===== src/hdl/cdv_pkg.sv =====
// shared constants for the central difference velocity block
package cdv_pkg;

    localparam int DEF_POSITION_BITS = 32;
    localparam int DEF_STAMP_BITS    = 32;
    localparam int DEF_VELOCITY_BITS = 32;

    // microseconds per second as decimal digits, and the bits that 10^6 needs
    localparam int USEC_DIGITS = 6;
    localparam int SCALE_BITS  = 20;

    // result queue depth, a power of two of at least four
    localparam int FIFO_DEPTH = 4;

endpackage


===== src/hdl/cdv_point_if.sv =====
// trajectory point channel: position, time stamp and end-of-path flag
interface cdv_point_if
    import cdv_pkg::*;
#(
    parameter int POSITION_BITS = DEF_POSITION_BITS,
    parameter int STAMP_BITS    = DEF_STAMP_BITS
);
    logic                            valid;
    logic                            ready;
    logic signed [POSITION_BITS-1:0] position;
    logic        [STAMP_BITS-1:0]    stamp_us;
    logic                            end_of_path;

    modport source (output valid, output position, output stamp_us, output end_of_path,
                    input ready);
    modport sink   (input valid, input position, input stamp_us, input end_of_path,
                    output ready);
endinterface


===== src/hdl/cdv_velocity_if.sv =====
// velocity result channel: velocity, zero-interval flag and final-point flag
interface cdv_velocity_if
    import cdv_pkg::*;
#(
    parameter int VELOCITY_BITS = DEF_VELOCITY_BITS
);
    logic                            valid;
    logic                            ready;
    logic signed [VELOCITY_BITS-1:0] velocity;
    logic                            zero_interval;
    logic                            final_point;

    modport source (output valid, output velocity, output zero_interval, output final_point,
                    input ready);
    modport sink   (input valid, input velocity, input zero_interval, input final_point,
                    output ready);
endinterface


===== src/hdl/cdv_divider.sv =====
// serial scale-by-10^6 and radix-2 restoring divide, one quotient bit per cycle
module cdv_divider
    import cdv_pkg::*;
#(
    parameter int A_BITS = DEF_POSITION_BITS + 1,
    parameter int D_BITS = DEF_STAMP_BITS
) (
    input  logic                         i_clk,
    input  logic                         i_rst_n,
    input  logic                         i_start,
    input  logic [A_BITS-1:0]            i_dividend,
    input  logic [D_BITS-1:0]            i_divisor,
    output logic                         o_done,
    output logic [A_BITS+SCALE_BITS-1:0] o_quotient
);
    localparam int N_BITS = A_BITS + SCALE_BITS;
    localparam int CNT_W  = $clog2(N_BITS);

    typedef enum logic [3:0] {
        D_IDLE   = 4'b0001,
        D_SCALE  = 4'b0010,
        D_DIVIDE = 4'b0100,
        D_DONE   = 4'b1000
    } t_div_state;

    t_div_state          r_state, n_state;
    logic [N_BITS-1:0]   r_num, n_num;
    logic [D_BITS-1:0]   r_rem, n_rem;
    logic [D_BITS-1:0]   r_den, n_den;
    logic [CNT_W-1:0]    r_cnt, n_cnt;

    logic [D_BITS:0]     w_rem_sh;
    logic [D_BITS+1:0]   w_diff;
    logic                w_borrow;

    // remainder shifted left with the next dividend bit, then trial subtract
    assign w_rem_sh = {r_rem, r_num[N_BITS-1]};
    assign w_diff   = {1'b0, w_rem_sh} - {2'b00, r_den};
    assign w_borrow = w_diff[D_BITS+1];

    always_comb begin
        n_state = r_state;
        n_num   = r_num;
        n_rem   = r_rem;
        n_den   = r_den;
        n_cnt   = r_cnt;
        case (r_state)
            D_IDLE: begin
                if (i_start) begin
                    n_num   = N_BITS'(i_dividend);
                    n_den   = i_divisor;
                    n_rem   = '0;
                    n_cnt   = CNT_W'(USEC_DIGITS - 1);
                    n_state = D_SCALE;
                end
            end
            D_SCALE: begin
                // times ten as two shifted copies
                n_num = (r_num << 3) + (r_num << 1);
                if (r_cnt == '0) begin
                    n_cnt   = CNT_W'(N_BITS - 1);
                    n_state = D_DIVIDE;
                end else begin
                    n_cnt = r_cnt - 1'b1;
                end
            end
            D_DIVIDE: begin
                n_rem = w_borrow ? w_rem_sh[D_BITS-1:0] : w_diff[D_BITS-1:0];
                n_num = {r_num[N_BITS-2:0], ~w_borrow};
                if (r_cnt == '0) begin
                    n_state = D_DONE;
                end else begin
                    n_cnt = r_cnt - 1'b1;
                end
            end
            D_DONE: begin
                n_state = D_IDLE;
            end
            default: begin
                n_state = D_IDLE;
            end
        endcase
    end

    always_ff @(posedge i_clk) begin
        if (!i_rst_n) begin
            r_state <= D_IDLE;
            r_cnt   <= '0;
        end else begin
            r_state <= n_state;
            r_cnt   <= n_cnt;
        end
        r_num <= n_num;
        r_rem <= n_rem;
        r_den <= n_den;
    end

    assign o_done     = (r_state == D_DONE);
    assign o_quotient = r_num;

endmodule


===== src/hdl/cdv_fifo.sv =====
// small result queue in flip-flops, one push and one pop per cycle
module cdv_fifo
    import cdv_pkg::*;
#(
    parameter int WIDTH = DEF_VELOCITY_BITS + 2,
    parameter int DEPTH = FIFO_DEPTH
) (
    input  logic             i_clk,
    input  logic             i_rst_n,
    input  logic             i_push,
    input  logic [WIDTH-1:0] i_data,
    input  logic             i_pop,
    output logic             o_valid,
    output logic [WIDTH-1:0] o_data,
    output logic             o_room
);
    localparam int PTR_W = $clog2(DEPTH);

    logic [WIDTH-1:0] r_mem [DEPTH];
    logic [PTR_W-1:0] r_wr_ptr, r_rd_ptr;
    logic [PTR_W:0]   r_count;
    logic             w_pop;

    assign w_pop   = i_pop && (r_count != '0);
    assign o_valid = (r_count != '0);
    assign o_data  = r_mem[r_rd_ptr];
    // space for the two beats one point can cause
    assign o_room  = (r_count <= (PTR_W+1)'(DEPTH - 2));

    always_ff @(posedge i_clk) begin
        if (!i_rst_n) begin
            r_wr_ptr <= '0;
            r_rd_ptr <= '0;
            r_count  <= '0;
        end else begin
            if (i_push) begin
                r_wr_ptr <= r_wr_ptr + 1'b1;
            end
            if (w_pop) begin
                r_rd_ptr <= r_rd_ptr + 1'b1;
            end
            if (i_push && !w_pop) begin
                r_count <= r_count + 1'b1;
            end else if (!i_push && w_pop) begin
                r_count <= r_count - 1'b1;
            end
        end
        if (i_push) begin
            r_mem[r_wr_ptr] <= i_data;
        end
    end

endmodule


===== src/hdl/central_difference_velocity.sv =====
// central difference velocity of a streamed joint trajectory, top level
//
// Each input beat is one trajectory point (position, microsecond stamp, end-of-path flag).
// The block keeps the two previous points and, when point j+1 arrives, delivers the
// velocity of point j as (p[j+1]-p[j-1]) * 10^6 / (t[j+1]-t[j-1]), truncated toward zero
// and saturated to the velocity width. The first and last points of a path get zero,
// the last one marked with final_point; a one-point path gives one final zero beat.
// A zero time difference gives the signed limit (zero if the positions match) with
// zero_interval set. Joints are handled by streaming their paths back to back.
// Division: a point that needs one holds the block, which takes no new point, until the
// single serial divider is through, and a point that also ends the path then adds its
// final zero beat. The divider makes six times-ten steps to scale the position difference,
// then one quotient bit per cycle over the POSITION_BITS + 21 bit dividend.
// Results sit in a four-beat queue, so a new point is taken while earlier
// results still wait downstream, as long as room for two beats remains.
module central_difference_velocity
    import cdv_pkg::*;
#(
    parameter int POSITION_BITS = DEF_POSITION_BITS,
    parameter int STAMP_BITS    = DEF_STAMP_BITS,
    parameter int VELOCITY_BITS = DEF_VELOCITY_BITS
) (
    input  logic                  i_clk,
    input  logic                  i_rst_n,
    cdv_point_if.sink             i_point,
    cdv_velocity_if.source        o_velocity
);
    localparam int A_BITS = POSITION_BITS + 1;
    localparam int Q_BITS = A_BITS + SCALE_BITS;
    localparam int QW     = (Q_BITS > VELOCITY_BITS) ? Q_BITS : VELOCITY_BITS;
    localparam int F_BITS = VELOCITY_BITS + 2;

    localparam logic [VELOCITY_BITS-1:0] VEL_MAX = {1'b0, {(VELOCITY_BITS-1){1'b1}}};
    localparam logic [VELOCITY_BITS-1:0] VEL_MIN = {1'b1, {(VELOCITY_BITS-1){1'b0}}};

    // controller states
    typedef enum logic [3:0] {
        S_IDLE = 4'b0001,
        S_WAIT = 4'b0010,
        S_EMIT = 4'b0100,
        S_LAST = 4'b1000
    } t_state;

    t_state                   r_state, n_state;
    logic [POSITION_BITS-1:0] r_older_pos, r_newer_pos;
    logic [STAMP_BITS-1:0]    r_older_stamp, r_newer_stamp;
    logic [1:0]               r_points_seen;
    logic                     r_last, n_last;
    logic                     r_neg, n_neg;
    logic [VELOCITY_BITS-1:0] r_res_vel, n_res_vel;
    logic                     r_res_zi, n_res_zi;

    logic                     w_accept;
    logic [POSITION_BITS:0]   w_dp;
    logic [STAMP_BITS:0]      w_dt;
    logic                     w_dp_neg, w_dp_zero, w_dt_neg, w_dt_zero;
    logic [A_BITS-1:0]        w_mag_a;
    logic [STAMP_BITS:0]      w_mag_dt;
    logic [VELOCITY_BITS-1:0] w_sign_vel;

    logic                     w_div_start, w_div_done;
    logic [Q_BITS-1:0]        w_quot;
    logic [QW-1:0]            w_q_ext;
    logic                     w_over;
    logic [VELOCITY_BITS-1:0] w_q_low, w_div_vel;

    logic                     w_push;
    logic [F_BITS-1:0]        w_push_data;
    logic                     w_fifo_valid, w_fifo_room;
    logic [F_BITS-1:0]        w_fifo_data;

    // input side takes a point only between points and with room for two beats
    assign i_point.ready = (r_state == S_IDLE) && w_fifo_room;
    assign w_accept      = i_point.valid && i_point.ready;

    // exact differences against the point two back
    assign w_dp = {i_point.position[POSITION_BITS-1], i_point.position}
                - {r_older_pos[POSITION_BITS-1], r_older_pos};
    assign w_dt = {1'b0, i_point.stamp_us} - {1'b0, r_older_stamp};

    assign w_dp_neg  = w_dp[POSITION_BITS];
    assign w_dp_zero = (w_dp == '0);
    assign w_dt_neg  = w_dt[STAMP_BITS];
    assign w_dt_zero = (w_dt == '0);

    // magnitudes for the unsigned divider
    assign w_mag_a  = w_dp_neg ? (~w_dp + {{POSITION_BITS{1'b0}}, 1'b1}) : w_dp;
    assign w_mag_dt = w_dt_neg ? (~w_dt + {{STAMP_BITS{1'b0}}, 1'b1}) : w_dt;

    // zero interval: the limit in the direction of motion, or zero for no motion
    assign w_sign_vel = w_dp_zero ? '0 : (w_dp_neg ? VEL_MIN : VEL_MAX);

    assign w_div_start = w_accept && (r_points_seen == 2'd2) && !w_dt_zero;

    cdv_divider #(
        .A_BITS (A_BITS),
        .D_BITS (STAMP_BITS)
    ) u_divider (
        .i_clk      (i_clk),
        .i_rst_n    (i_rst_n),
        .i_start    (w_div_start),
        .i_dividend (w_mag_a),
        .i_divisor  (w_mag_dt[STAMP_BITS-1:0]),
        .o_done     (w_div_done),
        .o_quotient (w_quot)
    );

    // saturate the unsigned quotient, then apply the sign
    assign w_q_ext   = QW'(w_quot);
    assign w_over    = |(w_q_ext >> (VELOCITY_BITS - 1));
    assign w_q_low   = w_q_ext[VELOCITY_BITS-1:0];
    assign w_div_vel = r_neg ? (w_over ? VEL_MIN : (~w_q_low + 1'b1))
                             : (w_over ? VEL_MAX : w_q_low);

    always_comb begin
        n_state     = r_state;
        n_last      = r_last;
        n_neg       = r_neg;
        n_res_vel   = r_res_vel;
        n_res_zi    = r_res_zi;
        w_push      = 1'b0;
        w_push_data = {r_res_vel, r_res_zi, 1'b0};
        case (r_state)
            S_IDLE: begin
                if (w_accept) begin
                    n_last = i_point.end_of_path;
                    n_neg  = w_dp_neg ^ w_dt_neg;
                    if (r_points_seen == 2'd0) begin
                        // first point of a path: nothing yet unless it is also the last
                        n_state = i_point.end_of_path ? S_LAST : S_IDLE;
                    end else if (r_points_seen == 2'd1) begin
                        // second point releases the first point's zero
                        n_res_vel = '0;
                        n_res_zi  = 1'b0;
                        n_state   = S_EMIT;
                    end else if (w_dt_zero) begin
                        n_res_vel = w_sign_vel;
                        n_res_zi  = 1'b1;
                        n_state   = S_EMIT;
                    end else begin
                        n_state = S_WAIT;
                    end
                end
            end
            S_WAIT: begin
                if (w_div_done) begin
                    n_res_vel = w_div_vel;
                    n_res_zi  = 1'b0;
                    n_state   = S_EMIT;
                end
            end
            S_EMIT: begin
                w_push  = 1'b1;
                n_state = r_last ? S_LAST : S_IDLE;
            end
            S_LAST: begin
                // last point of the path: zero with the final mark
                w_push      = 1'b1;
                w_push_data = {{VELOCITY_BITS{1'b0}}, 1'b0, 1'b1};
                n_state     = S_IDLE;
            end
            default: begin
                n_state = S_IDLE;
            end
        endcase
    end

    always_ff @(posedge i_clk) begin
        if (!i_rst_n) begin
            r_state       <= S_IDLE;
            r_points_seen <= 2'd0;
            r_older_pos   <= '0;
            r_newer_pos   <= '0;
            r_older_stamp <= '0;
            r_newer_stamp <= '0;
            r_last        <= 1'b0;
        end else begin
            r_state <= n_state;
            r_last  <= n_last;
            if (w_accept) begin
                if (i_point.end_of_path) begin
                    // next beat opens a new path
                    r_points_seen <= 2'd0;
                end else begin
                    r_older_pos   <= r_newer_pos;
                    r_older_stamp <= r_newer_stamp;
                    r_newer_pos   <= i_point.position;
                    r_newer_stamp <= i_point.stamp_us;
                    if (r_points_seen != 2'd2) begin
                        r_points_seen <= r_points_seen + 1'b1;
                    end
                end
            end
        end
        r_neg     <= n_neg;
        r_res_vel <= n_res_vel;
        r_res_zi  <= n_res_zi;
    end

    cdv_fifo #(
        .WIDTH (F_BITS),
        .DEPTH (FIFO_DEPTH)
    ) u_fifo (
        .i_clk   (i_clk),
        .i_rst_n (i_rst_n),
        .i_push  (w_push),
        .i_data  (w_push_data),
        .i_pop   (o_velocity.ready),
        .o_valid (w_fifo_valid),
        .o_data  (w_fifo_data),
        .o_room  (w_fifo_room)
    );

    assign o_velocity.valid         = w_fifo_valid;
    assign o_velocity.velocity      = w_fifo_data[F_BITS-1:2];
    assign o_velocity.zero_interval = w_fifo_data[1];
    assign o_velocity.final_point   = w_fifo_data[0];

    // divider finishes only while the controller waits for it
    a_done_in_wait: assert property (@(posedge i_clk) disable iff (!i_rst_n)
        w_div_done |-> r_state == S_WAIT)
        else $error("divider done outside wait state");

    // an interior point with a nonzero interval always goes to the divider
    a_div_follows: assert property (@(posedge i_clk) disable iff (!i_rst_n)
        w_div_start |=> r_state == S_WAIT)
        else $error("division started but controller not waiting");

    // end of path is followed by its final zero beat
    a_last_follows: assert property (@(posedge i_clk) disable iff (!i_rst_n)
        (r_state == S_EMIT) && r_last |=> r_state == S_LAST)
        else $error("final beat missing after end of path");

endmodule

===== src/flat_wrapper.sv =====
// flat-port wrapper written by rule: the top's interface ports become plain ports
module central_difference_velocity_flat import cdv_pkg::*;
#(
    parameter int POSITION_BITS = DEF_POSITION_BITS,
    parameter int STAMP_BITS    = DEF_STAMP_BITS,
    parameter int VELOCITY_BITS = DEF_VELOCITY_BITS
)
  (i_clk, i_rst_n, i_point_valid, i_point_position, i_point_stamp_us, i_point_end_of_path, i_point_ready, o_velocity_valid, o_velocity_velocity, o_velocity_zero_interval, o_velocity_final_point, o_velocity_ready);
  cdv_point_if #(.POSITION_BITS(POSITION_BITS), .STAMP_BITS(STAMP_BITS)) i_point_i ();
  cdv_velocity_if #(.VELOCITY_BITS(VELOCITY_BITS)) o_velocity_i ();
  input  logic i_clk;
  input  logic i_rst_n;
  input wire logic [$bits(i_point_i.valid)-1:0] i_point_valid;
  input wire logic [$bits(i_point_i.position)-1:0] i_point_position;
  input wire logic [$bits(i_point_i.stamp_us)-1:0] i_point_stamp_us;
  input wire logic [$bits(i_point_i.end_of_path)-1:0] i_point_end_of_path;
  output wire logic [$bits(i_point_i.ready)-1:0] i_point_ready;
  output wire logic [$bits(o_velocity_i.valid)-1:0] o_velocity_valid;
  output wire logic [$bits(o_velocity_i.velocity)-1:0] o_velocity_velocity;
  output wire logic [$bits(o_velocity_i.zero_interval)-1:0] o_velocity_zero_interval;
  output wire logic [$bits(o_velocity_i.final_point)-1:0] o_velocity_final_point;
  input wire logic [$bits(o_velocity_i.ready)-1:0] o_velocity_ready;
  assign i_point_i.valid = i_point_valid;
  assign i_point_i.position = i_point_position;
  assign i_point_i.stamp_us = i_point_stamp_us;
  assign i_point_i.end_of_path = i_point_end_of_path;
  assign i_point_ready = i_point_i.ready;
  assign o_velocity_valid = o_velocity_i.valid;
  assign o_velocity_velocity = o_velocity_i.velocity;
  assign o_velocity_zero_interval = o_velocity_i.zero_interval;
  assign o_velocity_final_point = o_velocity_i.final_point;
  assign o_velocity_i.ready = o_velocity_ready;
  central_difference_velocity #(.POSITION_BITS(POSITION_BITS), .STAMP_BITS(STAMP_BITS), .VELOCITY_BITS(VELOCITY_BITS)) u_core (.i_clk(i_clk), .i_rst_n(i_rst_n), .i_point(i_point_i), .o_velocity(o_velocity_i));
endmodule

===== config.mk =====
export PLATFORM = sky130hd
export DESIGN_NAME = central_difference_velocity_flat
export DESIGN_NICKNAME = d
export VERILOG_FILES = /design/src/hdl/cdv_pkg.sv /design/src/hdl/cdv_point_if.sv /design/src/hdl/cdv_velocity_if.sv /design/src/hdl/cdv_divider.sv /design/src/hdl/cdv_fifo.sv /design/src/hdl/central_difference_velocity.sv /design/src/flat_wrapper.sv
export SDC_FILE = /design/constraint.sdc
export NUM_CORES = 1
export LEC_CHECK = 0
export BUFFER_PORTS_ARGS = -buffer_cell sky130_fd_sc_hd__buf_2
export CORE_ASPECT_RATIO = 0.5
export CORE_MARGIN = 2
export CORE_UTILIZATION = 49
export DETAILED_ROUTE_END_ITERATION = 6
export PLACE_DENSITY = 0.68
export SLEW_MARGIN = 20
export SYNTH_ARGS = -nofsm -noshare
export SYNTH_HDL_FRONTEND = slang
export SYNTH_SLANG_ARGS = --single-unit

===== constraint.sdc =====
create_clock -name i_clk -period 6.95 [get_ports i_clk]
set_input_delay 1.39 -clock i_clk [delete_from_list [all_inputs] [get_ports i_clk]]
set_output_delay 1.39 -clock i_clk [all_outputs]
set_load 0.01 [all_outputs]

# ---- Yosys cells after proc, flatten, opt, wreduce, memory -nomap -nowiden
# Memory sizes are Yosys's and may differ from the RTL's. A register that Yosys moved wholly into a read port is not among the register bits.
# Cells that the tools add are included.
dict set report totals {
  reg_bits 303
  latch_bits 0
  ram_bits 136
  rom_bits 0
  input_bits 69
  wordCells 140
  n_memories 1
}
# name words width rd rd_clocked_by_memory_dff wr line_no
set memory_table {}
lappend memory_table {u_core.u_fifo.r_mem 4 34 1 1 1 cdv_fifo.sv:19} ;# logic [WIDTH-1:0] r_mem [DEPTH];
dict set report classes {
  n_addsub 13
  multipliers 0
  n_div 0
  magnitude_cmp 1
  n_eq_ne 19
  n_shift 0
  n_mux 50
  bitwise_logic 6
  reduce_logical 32
}
# cell count
set op_table {}
lappend op_table {{$mux W32} 13}
lappend op_table {{$pmux W53 S3} 1}
lappend op_table {{$pmux W32 S2} 2}
lappend op_table {{$logic_not A33 Y1} 2}
lappend op_table {{$sub A32 B32 Y33} 2}
lappend op_table {{$add A32 B1 Y32 const B} 2}
lappend op_table {{$not A32 Y32} 2}
lappend op_table {{$add A53 B53 Y53} 1}
lappend op_table {{$mux W53} 1}
lappend op_table {{$mux W4} 9}
lappend op_table {{$mux W34} 1}
lappend op_table {{$sub A33 B32 Y34} 1}
lappend op_table {{$add A33 B1 Y33 const B} 1}
lappend op_table {{$mux W33} 1}
lappend op_table {{$not A33 Y33} 1}
lappend op_table {{$pmux W4 S3} 2}
lappend op_table {{$reduce_or A22 Y1} 1}
lappend op_table {{$mux W6} 3}
lappend op_table {{$pmux W6 S3} 1}
lappend op_table {{$ne A2 B2 Y1 const B} 7}
lappend op_table {{$reduce_and A2 Y1} 7}
lappend op_table {{$mux W3} 3}
lappend op_table {{$eq A4 B1 Y1 const B} 2}
lappend op_table {{$eq A4 B2 Y1 const B} 2}
lappend op_table {{25 further kinds} 53}

# ---- Depth between registers and ports, before layout
# Gate-level depths: netlist of run 1.
dict set report logic_depth {
  depth_word 8
  depth_mapped 16
  depth_no_buf 15
}

# ---- Cells and area by module
# Synthesis of run 1 repeated with hierarchy kept, for this count alone.
dict set report hier_totals {
  hier_cells 3062
  area_unflattened_um2 28577.4
}
# mod n_inst cells_per_inst area_per_inst_um2 seq_area_each_um2
set modules_own_cells {}
lappend modules_own_cells {central_difference_velocity 1 1823 13519.2 3723.6}
lappend modules_own_cells {cdv_divider 1 1018 9629.2 3713.6}
lappend modules_own_cells {cdv_fifo 1 221 5429.0 4264.1}

# ---- Worst setup path after synthesis of run 1
# No wires, ideal clock.
dict set report synth_path {
  path_type {in2reg}
  start {input i_point_stamp_us[12]}
  end {register u_core.u_divider.r_num[0], in the netlist u_core.u_divider.o_quotient[0] (enable)}
  setup_ns 0.473
  arrival_time_ns 6.345
  setup_slack_ns 0.131
  cell_stages 11
  path_buffers 1
  cell_sequence {ha_1 clkbuf_1 and4_1 and2_1 a221oi_2 o211ai_1 o311ai_0 nor2b_1 nand4b_1 nor4b_4 o21ai_1}
}
dict set report synth_via {
  elab_chain_len 6
}
# item line_no
set synth_lines {}
lappend synth_lines {{from (decl)} flat_wrapper.sv:15} ;# input wire logic [$bits(i_point_i.stamp_us)-1:0] i_point_stamp_us;
lappend synth_lines {{$sub A32 B32 Y33} central_difference_velocity.sv:79} ;# assign w_dt = {1'b0, i_point.stamp_us} - {1'b0, r_older_stamp};
lappend synth_lines {{$logic_not A33 Y1} central_difference_velocity.sv:84} ;# assign w_dt_zero = (w_dt == '0);
lappend synth_lines {{$logic_not A1 Y1} central_difference_velocity.sv:93} ;# assign w_div_start = w_accept && (r_points_seen == 2'd2) && !w_dt_zero;
lappend synth_lines {{$logic_and A1 B1 Y1} central_difference_velocity.sv:93}
lappend synth_lines {{$ne A2 B2 Y1 (no line)} -}
lappend synth_lines {{$reduce_and A2 Y1 (no line)} -}
lappend synth_lines {{to (signal assigned)} cdv_divider.sv:93} ;# r_num <= n_num;
lappend synth_lines {{to (decl)} cdv_divider.sv:27} ;# logic [N_BITS-1:0] r_num, n_num;
# No other way between the ends.
# A chain may end at the register's enable or synchronous reset.

# ---- Worst setup path after layout of run 1
dict set report layout_path {
  start {input i_point_stamp_us[0]}
  end {register u_core.u_divider.r_num[4], in the netlist u_core.u_divider.o_quotient[4] (enable)}
}
# The elaborated chain is that of the path after synthesis.

==> run metrics, run 1 <==
status finished clean; startpoint types primary input; vias 21400; combinational power share 22.5%; post-synthesis cell area 27800 sq um; # resized after CTS 0; DRC violations left 0; final setup vio count 0; H-tree depth 2; RD Place Congestion 0.859; most crowded layer after global routing met2; total power 7.10 mW; Setup crit end kind flop; 1st-pass router iterations 7; Leak 11.0 nW; worst slew pin tran 0.953 ns; setup TNS 0 ns; Die Y 172 microns; Initial Util 49.7%; Post-Route WL 63.5 mm; largest net degree at the start of global routing 84; Yosys top cell area share 31.1%; Pwr Density 233 nW/um^2; Avg WL per Cell 16.8 microns; most frequent cells in the layout nand2_1, edfxtp_1, o21ai_0; Clk pin slew, worst setup/hold paths 0.07 ns; area leader, netlist edfxtp_1; Tcrit/Tclk final 80.6%; Area contributors post-synth edfxtp_1, dfxtp_1, ha_1; fmax 0.178 GHz; Max-slew headroom 36.0%; port bufs 104; Die X-Extent 341 microns; Final min period 5.60 ns; GRT overflow 0; drt initial violations 1536; post-synthesis sequential area ratio 42.2%; Clock Skews 0.0234 ns; CTS Hold Bufs 0; Inserted Clock Buffers 43; I/O pin total 105; crit path DAT 5.85 ns; worst skew pair latency 0.58 ns; sequential share of power 43.1%; layout cell share with drive strength beyond 1 9.27%; Clk pwr share 34.5%; required time worst endpoint 7.19 ns; average size of a mapped cell 9.43 sq um; type of the tightest min-delay check flop to flop; WHS 0.458 ns; first-pass GRT wire length 104 mm; commonest non-fill, non-tap cell in the layout nand2_1; die area 58700 sq um; vias per std cell 5.67; Clock Path Buffers 3; FF+latch count, synth 441; RSZ-0062 raised after global routing no; Mapped Nets 3174; Final Hold Fails 0; CTS Root Cell clkbuf_16; Net Sw Frac 29.5%; GRT met3 Usage 3.06%; All-Layer GR Usage 21.5%; peak supply drop 189 uV; hpwl dp 45.5 mm; Slew Limit Fails 0; Yosys cell types 90; Antenna Violating Nets Remaining 0; crit path kind primary input to flop; initial antenna violation count 0; Pint 5.01 mW; Synth Instances 2942; Async SR Flop Fraction 0%; Post-CTS Setup Inserts 0; CTS tree done; GR Util met1 28.7%; Max Cap Viol 0; met2 Resource Use GR 37.2%; Ant. Diodes 0; # rows 61; number of synthesis warnings 0; Layout area overhead 9.70%; Sink Count 441; Post-synth EDFFs 287; vias in the first global route 20600; nets@finish 3219; Fillers 4986; ys flop type edfxtp_1; Net Sw Power 2.09 mW; core area 55800 sq um; crit path max fanout 32
==> area by class of cell <==
class,instances,area (sq um),area share [%]
Clock buffer,52,1140,3.75
Inverter,151,567,1.86
Sequential cell,441,11700,38.4
Clock inverter,25,314,1.03
Timing Repair Buffer,135,763,2.51
Tap cell,756,946,3.11
Multi-Input combinational cell,2215,15000,49.3
==> critical path: stages <==
cell	delay (ns)
buf_2	0.12
inv_1	0.08
ha_1	0.17
fa_1	0.24
nor2b_1	0.08
o2111a_1	0.27
o31ai_1	0.62
and2_0	0.38
o31a_1	0.26
o21ai_0	0.21
a221o_1	0.39
o21ai_0	0.17
nor4b_4	0.07
buf_4	0.19
o21ai_4	0.66
buf_4	0.49
==> cell families (layout without fill, tap and decap cells) <==
group	count (synthesis)	count (layout)	synth area share, %
compound gates	830	830	19.8
buf+inv	286	363	4.00
fa+ha+maj	163	163	7.48
flops	441	441	42.2
simple gates	958	958	16.4
mux	64	64	3.84
xor+xnor	200	200	6.31
==> synth_stat cells (44+ instances only) <==
| cell | instances |
|---|---|
| ha_1 | 158 |
| edfxtp_1 | 287 |
| nor2_1 | 176 |
| nor2b_1 | 61 |
| a21o_1 | 68 |
| o21ai_0 | 186 |
| xnor2_1 | 119 |
| nand2_1 | 425 |
| a21boi_0 | 138 |
| inv_1 | 151 |
| nor3_1 | 47 |
| xor2_1 | 81 |
| nand3_1 | 44 |
| clkbuf_1 | 113 |
| dfxtp_1 | 154 |
| a21oi_1 | 168 |
==> registers in the layout, indices dropped and copies added, names as in the netlist, 32 cells and up, named ones only <==
name	count
u_core.u_divider.r_rem	32
u_core.r_newer_stamp	32
u_core.r_res_vel	32
u_core.u_fifo.r_mem	136
u_core.u_divider.r_den	32
u_core.u_divider.o_quotient	53
u_core.r_older_stamp	32
u_core.r_newer_pos	32
u_core.r_older_pos	32
==> worst paths after layout <==
| kind | start | end | slack, ns | cells after the start |
|---|---|---|---|---|
| setup / recovery | i_point_stamp_us[0] | u_core.u_divider.o_quotient[4]$_DFFE_PP_ | 1.35 | 16 |
| hold / removal | u_core.r_newer_pos[15]$_SDFFE_PN0P_ | u_core.r_older_pos[15]$_SDFFE_PN0P_ | 0.46 | 2 |
| setup reg to reg | u_core.r_older_stamp[2]$_SDFFE_PN0P_ | u_core.u_divider.o_quotient[4]$_DFFE_PP_ | 1.96 | 14 |
| hold reg to reg | u_core.r_newer_pos[15]$_SDFFE_PN0P_ | u_core.r_older_pos[15]$_SDFFE_PN0P_ | 0.46 | 2 |
==> per-stage QoR <==
step	std cells	setup WS, ns	util, %	area, sq um
global route	3775	0.993	54.6	30400
global placement	3697	0.911	51.9	29000
finish	3775	1.35	54.6	30400
detailed placement	3697	0.829	51.9	29000
CTS	3774	1.43	54.5	30400
floorplan	2942	0.131	-	27800
==> power by group through the flow <==
stage | sequential (mW) | clock, mW | combinational, mW
2_1_floorplan | 3.10 | 0 | 1.20
3_3_place_gp | 3.11 | 0 | 1.57
3_5_place_dp | 3.12 | 0 | 1.59
4_1_cts | 3.06 | 2.51 | 1.60
5_1_grt | 3.07 | 2.60 | 1.79
6_report | 3.06 | 2.45 | 1.59
==> layer usage <==
| layer | vias to the layer above | share of wire, % |
|---|---|---|
| li1 | 10800 | - |
| met1 | 10200 | 47 |
| met2 | 369 | 47 |
| met3 | 89 | 3.9 |
| met4 | 0 | 2.0 |
| met5 | - | 0 |
No activity file was read; power rests on OpenSTA's default activity.
==> run 2: changes to the inputs <==
- PLACE_DENSITY: 0.68 -> 0.66
- clock period: 6.95 -> 5.8 ns (I/O delays scaled with it)
==> run 2 against run 1 <==
  * Sequential share of layout area hardly changed
  * Power is 19% higher
  * First-iteration DRC count is 1.6% lower
  * Sequential cell count stayed put
  * Register-to-register slack worse by 0.91 ns
  * Global-route usage is 0.49 points higher
  * Cell count hardly changed
  * Critical path type unchanged
  * Critical endpoint is now u_core.r_res_vel[16]$_DFFE_PP_
  * Largest power group unchanged
==> run metrics, run 2 (synthesis results as in run 1) <==
max reg flops 136 (unchanged); CP Cell Sequence buf_2 > inv_1 > ha_1 > fa_1 > nand2b_1 > a2111oi_2 > o211ai_1 > o311ai_2 > o31ai_1 > or3_1 > nor3_1 > nand4b_1 > nor4b_4 > buf_4 > nor3_1 > nor2_2 > buf_12 (was buf_2 > inv_1 > ha_1 > fa_1 > nor2b_1 > o2111a_1 > o31ai_1 > and2_0 > o31a_1 > o21ai_0 > a221o_1 > o21ai_0 > nor4b_4 > buf_4 > o21ai_4 > buf_4); Post-CTS Setup Inserts 0 (unchanged); initial antenna violation count 0 (unchanged); R2R Setup Slk 1.05 ns (was 1.96 ns); most frequent cells in the layout nand2_1, edfxtp_1, o21ai_0 (unchanged); startpoint types primary input (unchanged); largest net degree at the start of global routing 130 (was 84); 1st-pass router iterations 5 (was 7); Max Cap Viol 0 (unchanged); final setup vio count 0 (unchanged); max incr delay on CP 0.45 ns (was 0.66 ns); Clk pin slew, worst setup/hold paths 0.06 ns (was 0.07 ns); Post-Route WL 64.8 mm (was 63.5 mm); type of the tightest min-delay check flop to flop (unchanged); Max-slew headroom 33.7% (was 36.0%); DP Area 29100 sq um (was 29000 sq um); status finished clean (unchanged); crit path max fanout 33 (was 32); R2R depth 14 (unchanged); vias per std cell 5.67 (about the same); Die Y 172 microns (unchanged); Setup WS post-layout 0.805 ns (was 1.35 ns); Sink Count 441 (unchanged); crit path DAT 5.25 ns (was 5.85 ns); start point of the critical path i_point_stamp_us[0] (unchanged); RR Startpoint u_core.u_divider.o_quotient[2]$_DFFE_PP_ (was u_core.r_older_stamp[2]$_SDFFE_PN0P_); Hold Path Origin u_core.r_newer_pos[4]$_SDFFE_PN0P_ (was u_core.r_newer_pos[15]$_SDFFE_PN0P_); setup slack at placement 0.244 ns (was 0.829 ns); Tcrit/Tclk final 86.1%; CTS Root Cell clkbuf_16 (unchanged); All-Layer GR Usage 22.0% (was 21.5%); Layout area overhead 9.74% (was 9.70%); fmax 0.200 GHz; hold depth 2 (unchanged); core area 55800 sq um (unchanged); Avg WL per Cell 17.1 microns (was 16.8 microns); Pwr Density 277 nW/um^2 (was 233 nW/um^2); Non-Filler Instances 3778 (was 3775); Ant. Diodes 0 (unchanged); layout cell share with drive strength beyond 1 9.33% (was 9.27%); DP Cell Count 3703 (was 3697); worst slew pin tran 0.991 ns (was 0.953 ns); required time worst endpoint 6.06 ns (was 7.19 ns); nets@finish 3224 (was 3219); first-pass GRT wire length 106 mm (was 104 mm); Final Hold Fails 0 (unchanged); H-tree depth 2 (unchanged); commonest non-fill, non-tap cell in the layout nand2_1 (unchanged); CTS Hold Bufs 0 (unchanged); DRC violations left 0 (unchanged); die area 58700 sq um (unchanged); I/O pin total 105 (unchanged); Setup crit end kind flop (unchanged); Final min period 5.00 ns; Hold Path Sink u_core.r_older_pos[4]$_SDFFE_PN0P_ (was u_core.r_older_pos[15]$_SDFFE_PN0P_); RSZ-0062 raised after global routing no (unchanged); worst skew pair latency 0.57 ns (was 0.58 ns); post-route cell area 30500 sq um (was 30400 sq um); crit path kind primary input to flop (unchanged); Clock Path Buffers 3 (unchanged); RD Place Congestion 0.898 (was 0.859); Die X-Extent 341 microns (unchanged); drt initial violations 1511 (was 1536); most flop-heavy register u_core.u_fifo.r_mem (unchanged); setup TNS 0 ns (unchanged); CTS tree done (unchanged); slowest CP cell a2111oi_2 (was o21ai_4); Initial Util 49.7% (unchanged); # resized after CTS 0 (unchanged); R2R Path End u_core.u_divider.o_quotient[49]$_DFFE_PP_ (was u_core.u_divider.o_quotient[4]$_DFFE_PP_); GRT overflow 0 (unchanged); Clock Skews 0.0159 ns (was 0.0234 ns); Inserted Clock Buffers 43 (unchanged); hpwl dp 46.7 mm (was 45.5 mm); vias in the first global route 20700 (was 20600); port bufs 104 (unchanged); vias 21400 (about the same); peak supply drop 203 uV (was 189 uV); Leak 11.0 nW (about the same); Slew Limit Fails 0 (unchanged); Antenna Violating Nets Remaining 0 (unchanged); # rows 61 (unchanged); Critical Path Most Common Cell nor3_1
run 2: final cells by class:
class,instances,area (sq um)
sequential,441,11700
clock buffer,52,1150
multi-input combinational,2215,15000
clock inverter,23,238
fill,5063,25300
tap,756,946
inverter,151,567
timing repair buffer,140,843
run 2: metrics by stage:
step,power (mW),hold slack (ns),utilization [%]
after floorplan,5.15,0.441,-
after global placement,5.62,0.447,52.1
after detailed placement,5.65,0.455,52.1
after CTS,8.52,0.456,54.6
after global routing,8.89,0.482,54.6
final,8.44,0.459,54.6
run 2: where the power goes:
part           internal (mW)  switching [mW]
registers               3.58          0.0863
logic                  0.751            1.17
clock network           1.60            1.25
total                   5.93            2.51
run 2: per-layer routing:
| layer | vias up | global-route usage (%) | wire [microns] |
|---|---|---|---|
| li1 | 10800 | - | - |
| met1 | 10200 | 29.8 | 30800 |
| met3 | 86 | 2.94 | 2600 |
| met5 | - | 0 | 0 |
| met4 | 0 | 4.98 | 1260 |
| met2 | 396 | 37.8 | 30200 |
run 2: worst max-delay path by stage:
stage	to	slack, ns	cells past startpoint
6_report	u_core.r_res_vel[16]$_DFFE_PP_	0.80	17
5_1_grt	u_core.r_res_vel[16]$_DFFE_PP_	0.45	17
4_1_cts	u_core.r_res_vel[16]$_DFFE_PP_	0.84	17
3_5_place_dp	u_core.r_res_vel[13]$_DFFE_PP_	0.24	17
3_3_place_gp	u_core.r_res_vel[17]$_DFFE_PP_	0.31	17
2_1_floorplan	u_core.u_divider.r_rem[0]$_SDFFCE_PN0P_	0.23	11
run 2: worst max-delay path: cells and delay by family:
family,cells,cell delay [ns]
compound gates,4,0.96
fa+ha+maj,2,0.63
buf+inv,4,0.62
simple gates,7,1.86
==> run 3: changes to the inputs <==
- PLACE_DENSITY: 0.66 -> 0.68
- clock period: 5.8 -> 4.1 ns (I/O delays scaled with it)
==> run 3 against run 2 <==
  * Wire length increased by 2.8%
  * First-iteration DRC count fell by 3.4%
  * Register-to-register slack worse by 0.93 ns
  * Cell area is 9.1% higher
  * Non-clock buffer count increased by 284
  * Critical path depth grew 1
  * Sequential share of layout area decreased by 3.2 points
  * Via count rose by 5.4%
  * Sequential cell count unchanged
  * Clock power increased by 40%
  * Largest cell class unchanged
  * Largest power group unchanged
  * Highest routed layer unchanged
==> run metrics, run 3 (synthesis results as in run 1) <==
fmax 0.249 GHz; vias 22600 (was 21400); nets@finish 3507 (was 3224); Pwr Density 376 nW/um^2 (was 277 nW/um^2); most flop-heavy register u_core.u_fifo.r_mem (unchanged); Clk pwr share 32.1% (was 33.8%); status finished clean (unchanged); All-Layer GR Usage 22.3% (was 22.0%); startpoint types primary input (unchanged); WHS 0.454 ns (was 0.459 ns); # rows 61 (unchanged); Layout area overhead 19.8% (was 9.74%); type of the tightest min-delay check flop to flop (unchanged); H-tree depth 2 (unchanged); initial antenna violation count 0 (unchanged); RD Place Congestion 0.917 (was 0.898); Die X-Extent 341 microns (unchanged); most frequent cells in the layout nand2_1, buf_4, edfxtp_1 (was nand2_1, edfxtp_1, o21ai_0); vias in the first global route 21800 (was 20700); required time worst endpoint 4.42 ns (was 6.06 ns); worst skew pair latency 0.58 ns (was 0.57 ns); commonest non-fill, non-tap cell in the layout nand2_1 (unchanged); CTS Hold Bufs 0 (unchanged); cell family with most CP delay simple AND/OR/NAND/NOR gates (unchanged); Setup crit end kind flop (unchanged); Avg WL per Cell 16.4 microns (was 17.1 microns); RSZ-0062 raised after global routing yes (was no); Final Hold Fails 0 (unchanged); I/O pin total 105 (unchanged); vias per std cell 5.56 (was 5.67); combinational power share 26.2% (was 22.8%); Slew Limit Fails 0 (unchanged); Initial Util 49.7% (unchanged); Clk pin slew, worst setup/hold paths 0.06 ns (about the same); 1st-pass router iterations 5 (unchanged); Sink Count 441 (unchanged); Final min period 4.01 ns; max reg flops 136 (unchanged); hpwl dp 49.0 mm (was 46.7 mm); Net Sw Frac 29.6% (was 29.7%); Max-slew headroom 33.4% (was 33.7%); worst slew pin tran 0.985 ns (was 0.991 ns); core area 55800 sq um (unchanged); slowest CP cell a221o_1 (was a2111oi_2); DP Cell Count 3974 (was 3703); drt initial violations 1459 (was 1511); CP Cell Sequence buf_12 > inv_12 > ha_4 > inv_2 > fa_2 > a211oi_4 > o21ai_2 > nand4_1 > a21boi_1 > or3_1 > a221o_1 > nor4_4 > nand4b_4 > or2_4 > o31ai_4 > buf_6 > clkbuf_16 > o21ai_1 (was buf_2 > inv_1 > ha_1 > fa_1 > nand2b_1 > a2111oi_2 > o211ai_1 > o311ai_2 > o31ai_1 > or3_1 > nor3_1 > nand4b_1 > nor4b_4 > buf_4 > nor3_1 > nor2_2 > buf_12); Pint 8.79 mW (was 5.93 mW); Tcrit/Tclk final 97.9%; port bufs 104 (unchanged); GRT overflow 0 (unchanged); Antenna Violating Nets Remaining 0 (unchanged); R2R Setup Slk 0.12 ns (was 1.05 ns); crit path kind primary input to flop (unchanged); DRC violations left 0 (unchanged); crit path max fanout 8 (was 33); Fillers 4761 (was 5063); Max Cap Viol 0 (unchanged); CP bufs+invs 5 (was 4); Post-Route WL 66.6 mm (was 64.8 mm); Die Y 172 microns (unchanged); first-pass GRT wire length 108 mm (was 106 mm); Clock Path Buffers 3 (unchanged); final setup vio count 0 (unchanged); Leak 12.5 nW (was 11.0 nW); Net Sw Power 3.70 mW (was 2.51 mW); die area 58700 sq um (unchanged); sequential share of power 41.8% (was 43.4%); Inserted Clock Buffers 42 (was 43); peak supply drop 290 uV (was 203 uV); Clock Skews 0.0162 ns (was 0.0159 ns); CTS tree done (unchanged); setup TNS 0 ns (unchanged); Ant. Diodes 0 (unchanged); crit path DAT 4.33 ns (was 5.25 ns); layout cell share with drive strength beyond 1 18.6% (was 9.33%); largest net degree at the start of global routing 107 (was 130); max incr delay on CP 0.42 ns (was 0.45 ns); Non-Filler Instances 4064 (was 3778); CTS Root Cell clkbuf_16 (unchanged)
==> run 3: worst paths after layout <==
| path | cells past startpoint | startpoint | end |
|---|---|---|---|
| setup reg to reg | 16 | u_core.r_older_pos[0]$_SDFFE_PN0P_ | u_core.r_res_vel[11]$_DFFE_PP_ |
| hold / removal | 2 | u_core.r_newer_stamp[8]$_SDFFE_PN0P_ | u_core.r_older_stamp[8]$_SDFFE_PN0P_ |
| hold reg to reg | 2 | u_core.r_newer_stamp[8]$_SDFFE_PN0P_ | u_core.r_older_stamp[8]$_SDFFE_PN0P_ |
| setup / recovery | 18 | i_point_position[0] | u_core.r_res_vel[11]$_DFFE_PP_ |
==> run 3: worst min-delay path, cell delays in order, from the launching register on <==
cell and delay, ns:
dfxtp_1 0.30, nand2_1 0.05, a21boi_0 0.06
==> run 3: power by group through the flow <==
stage / sequential [mW] / combinational, mW / clock [mW]
3_5_place_dp: 5.31 / 3.15 / 0
6_report: 5.21 / 3.27 / 4.00
3_3_place_gp: 5.30 / 3.10 / 0
2_1_floorplan: 5.25 / 2.11 / 0
4_1_cts: 5.21 / 3.17 / 4.10
5_1_grt: 5.24 / 3.62 / 4.25
==> run 3: final cells by class <==
type,instances,area [sq um],area share [%]
inverters,151,592,1.78
flip-flops and latches,441,11700,35.2
clock inverters,24,256,0.772
repair buffers,424,3260,9.81
clock buffers,53,1130,3.41
well taps,756,946,2.85
multi-input cells,2215,15400,46.2
==> run 3: metal layers <==
metal  wire [microns]  vias to the layer above  GRT usage [%]
li1                 -                    11400              -
met1            30600                    10700           29.4
met2            31600                      451           38.9
met3             2990                       92           3.12
met4             1440                        0           5.54
met5                0                        -              0
==> run 3: per-stage QoR <==
stage	area, sq um	setup slack (ns)	utilization [%]	power (mW)
final	33200	0.0871	59.6	12.5
after global routing	33200	-0.0237	59.6	13.1
after CTS	32900	0.0166	59.0	12.5
after detailed placement	31500	-0.512	56.5	8.46
after global placement	31500	-0.477	56.5	8.40
after floorplan	28100	-0.407	-	7.36
==> run 3: what timing repair did <==
action | CTS | global route
hold endpoints to repair | 0 | 0
endpoints found under the setup margin | 0 | 204
buffers inserted | 0 | 6
resized for setup | 0 | 38
